===== src/rdpd_pkg.sv =====
// Shared types and constants for the ray distance to planar depth block.
// No dependencies; imported by the interfaces, the flow control, the top level and the checker.
package rdpd_pkg;

    localparam int PIX_W   = 10;
    localparam int PIX_MAX = 2**PIX_W - 1;
    localparam int RAY_W   = 20;
    localparam int DEPTH_W = 16;
    localparam int CTR_W   = 14;
    localparam int FOC_W   = 16;
    localparam int ADDR_W  = 4;
    localparam int DATA_W  = 32;

    localparam logic [1:0] REG_CENTER_COL = 2'd0;
    localparam logic [1:0] REG_CENTER_ROW = 2'd1;
    localparam logic [1:0] REG_FOCAL_COL  = 2'd2;
    localparam logic [1:0] REG_FOCAL_ROW  = 2'd3;

    localparam logic [CTR_W-1:0]        CCOL_RST = 14'd5112;
    localparam logic [CTR_W-1:0]        CROW_RST = 14'd3832;
    localparam logic signed [FOC_W-1:0] FCOL_RST = 16'sd7699;
    localparam logic signed [FOC_W-1:0] FROW_RST = -16'sd7680;

    localparam int DIV_STAGES  = 5;
    localparam int DIV_PER     = 4;
    localparam int SQRT_STAGES = 7;
    localparam int SQRT_PER    = 3;
    localparam int RCP_STAGES  = 5;
    localparam int RCP_PER     = 4;
    localparam int RCP_STEPS   = 17;

    localparam int G_SQR       = 1 + DIV_STAGES;
    localparam int G_SUM       = G_SQR + 1;
    localparam int G_RT0       = G_SUM + 1;
    localparam int G_RCP0      = G_RT0 + SQRT_STAGES;
    localparam int G_MUL       = G_RCP0 + RCP_STAGES;
    localparam int PIPE_STAGES = G_MUL + 1;

    typedef struct packed {
        logic [PIPE_STAGES-1:0] load;
        logic [PIPE_STAGES-1:0] valid;
    } t_flow;

endpackage


===== src/rdpd_flow.sv =====
// Pipeline flow control: per-stage valid bits and load enables with bubble collapse.
// Depends on rdpd_pkg for the stage count and the t_flow struct.
module rdpd_flow import rdpd_pkg::*; (
    input  logic  i_clk,
    input  logic  i_rst_n,
    input  logic  i_in_valid,
    input  logic  i_out_ready,
    output t_flow o_flow
);

    logic [PIPE_STAGES-1:0] r_valid;
    logic [PIPE_STAGES-1:0] n_valid;
    logic [PIPE_STAGES-1:0] w_load;

    // load a stage when the sink takes a beat or some stage at or after it is empty
    for (genvar k = 0; k < PIPE_STAGES; k++) begin : g_load
        assign w_load[k] = i_out_ready || !(&r_valid[PIPE_STAGES-1:k]);
    end

    always_comb begin
        n_valid[0] = w_load[0] ? i_in_valid : r_valid[0];
        for (int k = 1; k < PIPE_STAGES; k++) begin
            n_valid[k] = w_load[k] ? r_valid[k-1] : r_valid[k];
        end
    end

    always_ff @(posedge i_clk) begin
        if (!i_rst_n) begin
            r_valid <= '0;
        end else begin
            r_valid <= n_valid;
        end
    end

    assign o_flow.load  = w_load;
    assign o_flow.valid = r_valid;

endmodule


===== config.mk =====
export PLATFORM = sky130hd
export DESIGN_NAME = rdpd_flow
export DESIGN_NICKNAME = d
export VERILOG_FILES = /design/src/rdpd_pkg.sv /design/src/rdpd_flow.sv
export SDC_FILE = /design/constraint.sdc
export NUM_CORES = 1
export LEC_CHECK = 0
export ABC_AREA = 0
export BUFFER_PORTS_ARGS = -buffer_cell sky130_fd_sc_hd__buf_2
export CELL_PAD_IN_SITES_DETAIL_PLACEMENT = 0
export CELL_PAD_IN_SITES_GLOBAL_PLACEMENT = 1
export CORE_MARGIN = 5
export CORE_UTILIZATION = 32
export CTS_CLUSTER_SIZE = 16
export DETAILED_ROUTE_END_ITERATION = 16
export PLACE_DENSITY_LB_ADDON = 0.08
export SYNTH_ARGS = -nofsm -noshare
export SYNTH_HDL_FRONTEND = slang
export SYNTH_SLANG_ARGS = --single-unit

===== constraint.sdc =====
create_clock -name i_clk -period 1.6 [get_ports i_clk]
set_input_delay 0.24 -clock i_clk [delete_from_list [all_inputs] [get_ports i_clk]]
set_output_delay 0.24 -clock i_clk [all_outputs]
set_load 0.005 [all_outputs]

==> results of run 1 <==
per-layer routing:
layer / global-route usage, % / wire length (um) / vias to the layer above / share of wire (%)
li1: - / - / 477 / -
met1: 14.0 / 1120 / 401 / 44
met2: 20.6 / 1240 / 26 / 49
met3: 3.25 / 150 / 4 / 5.9
met4: 5.18 / 32 / 0 / 1.3
met5: 0 / 0 / - / 0
cell families (layout without fill, tap and decap cells):
kind of cell	Yosys count	count (layout)	share of synthesized area, %
and+or+nand+nor	36	36	28.8
buffers and inverters	23	91	11.3
AOI/OAI and AO/OA	21	21	16.8
DFF	21	21	43.1
worst max-delay path: stages (launching register included):
cell and delay (ns):
sky130_fd_sc_hd__dfxtp_2 0.39, sky130_fd_sc_hd__nand3_2 0.14, sky130_fd_sc_hd__nor4_4 0.28, sky130_fd_sc_hd__buf_4 0.17, sky130_fd_sc_hd__clkbuf_16 0.13, sky130_fd_sc_hd__nand3_2 0.06
sky130_fd_sc_hd__buf_2 0.13
cell usage after synthesis (all sizes together):
cell     n
clkbuf   2
nand3    8
a21boi  13
buf      5
and4     2
nand2b   1
nor2b    5
nand4    4
dfxtp   21
o21a     3
nand2    7
nor4     1
and2     2
and3b    1
and3     3
a21oi    5
nor2     1
nor3     1
inv     16
through the flow:
| step | cells | TNS [ns] | area (um2) |
|---|---|---|---|
| after floorplan | 101 | 0 | 976 |
| after global placement | 187 | -0.165 | 1330 |
| after detailed placement | 187 | -0.212 | 1330 |
| after CTS | 199 | -4.02 | 1500 |
| after global routing | 202 | -4.02 | 1590 |
| final | 202 | -2.46 | 1590 |
worst paths after layout:
check / endpoint / start / depth (start not counted)
max: o_flow[24] / r_valid[18] / 6
min: r_valid[0] / i_in_valid / 3
max reg2reg: r_valid[0] / r_valid[18] / 7
min reg2reg: r_valid[3] / r_valid[2] / 2
power groups by stage:
stage / combinational [mW] / sequential [mW] / clock (mW)
finish: 0.0283 / 0.528 / 0.258
global route: 0.0319 / 0.529 / 0.293
CTS: 0.0292 / 0.530 / 0.279
detailed placement: 0.0291 / 0.542 / 0
global placement: 0.0293 / 0.541 / 0
floorplan: 0.0173 / 0.542 / 0
area by class of cell:
class                   instances  area, um2
clock buffers                   4       26.3
fillers                       270       1390
inverters                      16       62.6
multi-input cells              57        505
flip-flops and latches         21        435
well taps                      33       41.3
repair buffers                 71        520
what timing repair did:
item,CTS,global route
setup buffers,7,5
gates resized for setup,20,25
pin swaps,6,5
endpoints found under the setup margin,16,19
gates cloned,1,0
==> flow_metrics.env, run 1 <==
export IMPL_first_pass_grt_wire_length_mm=4.02
export IMPL_routed_wire_length_per_instance_um=12.6
export IMPL_core_area_um2=2980
export IMPL_fin_hold_ws_ns=0.175
export IMPL_synth_largest_type_area_fraction_pct=43.1
export IMPL_utilization_pct=53.4
export IMPL_maximum_vdd_drop_uv=207
export IMPL_count_of_different_cell_masters_after_synthesis=26
export IMPL_min_period_over_period_pct=115
export IMPL_global_placement_routability_congestion=0.719
export IMPL_antenna_found_initial=0
export IMPL_worst_setup_path_type="flip-flop to output port"
export IMPL_dieWidth_um=65.2
export IMPL_layout_top_registers="r_valid x21"
export IMPL_final_max_slew_viol_count=0
export IMPL_floorplan_initialDensity_pct=32.8
export IMPL_yosysWarnings=0
export IMPL_cp_max_fo=5
export IMPL_layout_drive_gt1_share_pct=65.7
export IMPL_fmax_mhz=544
export IMPL_syn_nets=105
export IMPL_synthToLayoutAreaGrowth_pct=63.1
export IMPL_share_seq_of_total_power_pct=64.8
export IMPL_clock_tree_root="sky130_fd_sc_hd__clkbuf_4"
export IMPL_antenna_cells_inserted=0
export IMPL_grt_start_max_net_pins=22
export IMPL_timing_max_cap_violations=0
export IMPL_full_die_area_um2=4250
export IMPL_postSynthCellCount=101
export IMPL_cts_sinks=21
export IMPL_start_kind="flip-flop"
export IMPL_cellPowerDensity_nw_per_um2=512
export IMPL_grt_ovfl_total=0
export IMPL_antenna_left=0
export IMPL_synthesis_area_per_instance_um2=9.66
export IMPL_kind_of_end_point_of_the_critical_path="output port"
export IMPL_synthDominantAreaCellType="sky130_fd_sc_hd__dfxtp_1"
export IMPL_timing_critical_path_arrival_ns=1.60
export IMPL_power_internal_uw=637
export IMPL_rsz_0062_raised_after_global_routing="true"
export IMPL_rows=20
export IMPL_hold_path_class="input pin to flip-flop"
export IMPL_worst_slack_ns=-0.237
export IMPL_dp_slack_ns=-0.0449
export IMPL_first_pass_iters=3
export IMPL_run_status="finished with violations"
export IMPL_floorplan_die_height_um=65.2
export IMPL_power_switching_share_pct=21.8
export IMPL_seq_total_area_yosys_pct=43.1
export IMPL_power_clock_fraction_pct=31.7
export IMPL_grt_pass1_vias=897
export IMPL_postCtsHoldBufs=0
export IMPL_cts_max_path_buffers=2
export IMPL_largest_register_ff_count=21
export IMPL_violations_in_the_final_reports="setup timing"
export IMPL_worst_slew_pin_slew_ns=0.312
export IMPL_setup_violations_final=16
export IMPL_finalClockSkew_ns=0.00128
export IMPL_p_leak_nw=0.778
export IMPL_fin_nets=174
export IMPL_layout_cells_most_common_list="sky130_fd_sc_hd__buf_2, sky130_fd_sc_hd__buf_4, sky130_fd_sc_hd__buf_6"
export IMPL_wl_mm=2.54
export IMPL_worstSkewPairLatency_ns=0.30
export IMPL_rrSetupSlack_ns=0.10
export IMPL_number_of_h_tree_levels=1
export IMPL_tritoncts="yes"
export IMPL_synth_cell_area_um2=976
export IMPL_grt_total_usage_pct=12.0
export IMPL_ports=46
export IMPL_buffer_ports_inserted=45
export IMPL_hpwl_mm=1.73
export IMPL_via_count=908
export IMPL_switching_power_uw=177
export IMPL_max_slew_margin_rel_pct=79.2
export IMPL_cts_made_buffers=3
export IMPL_drt_first_iter_violations=21
export IMPL_post_layout_total_power_uw=814
export IMPL_power_share_combinational_pct=3.5
export IMPL_top_register="r_valid"
export IMPL_average_vias_per_placed_instance=4.50
export IMPL_critical_path_required_ns=1.36
export IMPL_worst_setup_hold_path_clk_slew_ns=0.12
export IMPL_synth_area_leaders="sky130_fd_sc_hd__dfxtp_1, sky130_fd_sc_hd__nand4_4, sky130_fd_sc_hd__a21boi_2"
export IMPL_most_frequent_standard_cell_in_the_layout_excluding_fill_and_tap_cells="sky130_fd_sc_hd__buf_2"
export IMPL_synth_seq_cells=21
export IMPL_hold_viol_final=0
export IMPL_minimum_period_implied_by_the_final_worst_setup_slack_ns=1.84
export IMPL_drc_violations=0
Note: power is estimated with default switching activity, not from simulation.
==> run 2, diff against run 1 <==
Settings changed: CORE_UTILIZATION 32 to 29.
Clock period 1.6 ns to 1.5 ns, I/O delays scaled along.
==> run 2 against run 1 <==
The flow still finishes with violations (setup timing). Sequential share of layout area is 0.89 points higher. Combinational power rose by 11%. Largest cell class unchanged. Sequential power is 7.0% higher. Critical path depth down 1. Routed wire length down 0.98%.
==> flow_metrics.env, run 2 (synthesized netlist as in run 1, its figures left out) <==
export IMPL_cp_max_fo=5
export IMPL_via_count=918
export IMPL_grt_start_max_net_pins=22
export IMPL_min_delay_startpoint="i_in_valid"
export IMPL_min_delay_worst_endpoint="r_valid[0]"
export IMPL_num_fill_cells=343
export IMPL_final_max_slew_viol_count=0
export IMPL_fin_hold_ws_ns=0.157
export IMPL_floorplan_initialDensity_pct=29.7
export IMPL_tritoncts="yes"
export IMPL_kind_of_end_point_of_the_critical_path="output port"
export IMPL_finalClockSkew_ns=0.00509
export IMPL_p_leak_nw=0.709
export IMPL_min_path_cells=3
export IMPL_start_kind="flip-flop"
export IMPL_worstReg2RegStart="r_valid[17]"
export IMPL_core_area_um2=3280
export IMPL_critical_path_required_ns=1.27
export IMPL_largest_register_ff_count=21
export IMPL_timing_critical_path_arrival_ns=1.53
export IMPL_grt_pass1_vias=911
export IMPL_minimum_period_implied_by_the_final_worst_setup_slack_ns=1.76
export IMPL_finalInstanceArea_um2=1530
export IMPL_ports=46
export IMPL_drt_first_iter_violations=22
export IMPL_layout_top_registers="r_valid x21"
export IMPL_antenna_found_initial=0
export IMPL_global_placement_routability_congestion=0.753
export IMPL_run_status="finished with violations"
export IMPL_fin_nets=174
export IMPL_utilization_pct=46.7
export IMPL_maximum_vdd_drop_uv=218
export IMPL_min_period_over_period_pct=117
export IMPL_worst_slew_pin_slew_ns=0.333
export IMPL_average_vias_per_placed_instance=4.27
export IMPL_placed_area_um2=1360
export IMPL_setup_violations_final=21
export IMPL_first_pass_grt_wire_length_mm=4.02
export IMPL_drc_violations=0
export IMPL_max_slew_margin_rel_pct=77.8
export IMPL_timing_max_cap_violations=0
export IMPL_worst_setup_hold_path_clk_slew_ns=0.12
export IMPL_floorplan_die_height_um=68.0
export IMPL_routed_wire_length_per_instance_um=11.7
export IMPL_place_inst=203
export IMPL_layout_drive_gt1_share_pct=62.1
export IMPL_layout_cells_most_common_list="sky130_fd_sc_hd__buf_2, sky130_fd_sc_hd__buf_4, sky130_fd_sc_hd__inv_1"
export IMPL_final_cell_count_without_fillers=215
export IMPL_dieWidth_um=68.0
export IMPL_top_register="r_valid"
export IMPL_buffer_ports_inserted=45
export IMPL_synthToLayoutAreaGrowth_pct=57.1
export IMPL_first_pass_iters=3
export IMPL_violations_in_the_final_reports="setup timing"
export IMPL_antenna_cells_inserted=0
export IMPL_rows=21
export IMPL_r2r_end="r_valid[1]"
export IMPL_rsz_0062_raised_after_global_routing="true"
export IMPL_cts_sinks=21
export IMPL_clock_tree_root="sky130_fd_sc_hd__clkbuf_4"
export IMPL_most_frequent_standard_cell_in_the_layout_excluding_fill_and_tap_cells="sky130_fd_sc_hd__buf_2"
export IMPL_grt_total_usage_pct=11.4
export IMPL_number_of_h_tree_levels=1
export IMPL_fmax_mhz=568
export IMPL_cellPowerDensity_nw_per_um2=569
export IMPL_wl_mm=2.52
export IMPL_hold_path_class="input pin to flip-flop"
export IMPL_worst_setup_path_type="flip-flop to output port"
export IMPL_worstSkewPairLatency_ns=0.30
export IMPL_cts_made_buffers=3
export IMPL_rrSetupSlack_ns=-0.03
export IMPL_ff2ff_path_depth=7
export IMPL_cts_max_path_buffers=2
export IMPL_hold_viol_final=0
export IMPL_worst_slack_ns=-0.260
export IMPL_totalNegativeSetupSlack_ns=-3.42
export IMPL_antenna_left=0
export IMPL_hpwl_mm=1.86
export IMPL_grt_ovfl_total=0
export IMPL_postCtsHoldBufs=0
export IMPL_full_die_area_um2=4630
[run 2: stage by stage]
stage	worst slack (ns)	total power, mW
floorplan	0.0327	0.597
global placement	-0.131	0.610
detailed placement	-0.141	0.610
CTS	-0.277	0.897
global route	-0.356	0.920
finish	-0.260	0.872
[run 2: critical path: stages, from the launching register on]
cell	delay [ns]
sky130_fd_sc_hd__dfxtp_2	0.38
sky130_fd_sc_hd__nand3_2	0.15
sky130_fd_sc_hd__nor4_4	0.29
sky130_fd_sc_hd__buf_6	0.18
sky130_fd_sc_hd__nand4_4	0.10
sky130_fd_sc_hd__buf_6	0.13
[run 2: worst max-delay path by stage]
stage / start / to / slack, ns
6_report: r_valid[17] / o_flow[22] / -0.26
5_1_grt: r_valid[17] / o_flow[21] / -0.36
4_1_cts: r_valid[19] / o_flow[22] / -0.28
3_5_place_dp: i_out_ready / o_flow[31] / -0.14
3_3_place_gp: i_out_ready / o_flow[31] / -0.13
2_1_floorplan: r_valid[20] / o_flow[25] / 0.03
[run 2: what timing repair did]
action | CTS | global route
buffers inserted | 6 | 2
pin swaps | 8 | 3
setup endpoints to repair | 22 | 22
resized for setup | 21 | 8
[run 2: cell type report]
type	instances	area (um2)	share of cell area, %
Inverter	16	62.6	4.08
Clock buffer	4	26.3	1.71
Tap cell	46	57.6	3.76
Sequential cell	21	433	28.2
Multi-Input combinational cell	57	475	31.0
Timing Repair Buffer	71	478	31.2
[run 2: layer usage]
metal / up-vias / global-route usage [%] / share of wire (%)
met5: - / 0 / 0
met4: 0 / 4.47 / 0.56
met3: 2 / 2.30 / 5.1
met2: 23 / 19.1 / 48
met1: 421 / 14.2 / 47
li1: 472 / - / -
[run 2: report_power, final]
group          total [mW]  leakage, nW  switching [mW]  internal [mW]
clock network       0.276       0.0150           0.173          0.104
registers           0.565        0.175         0.00307          0.561
logic              0.0313        0.519          0.0147         0.0166
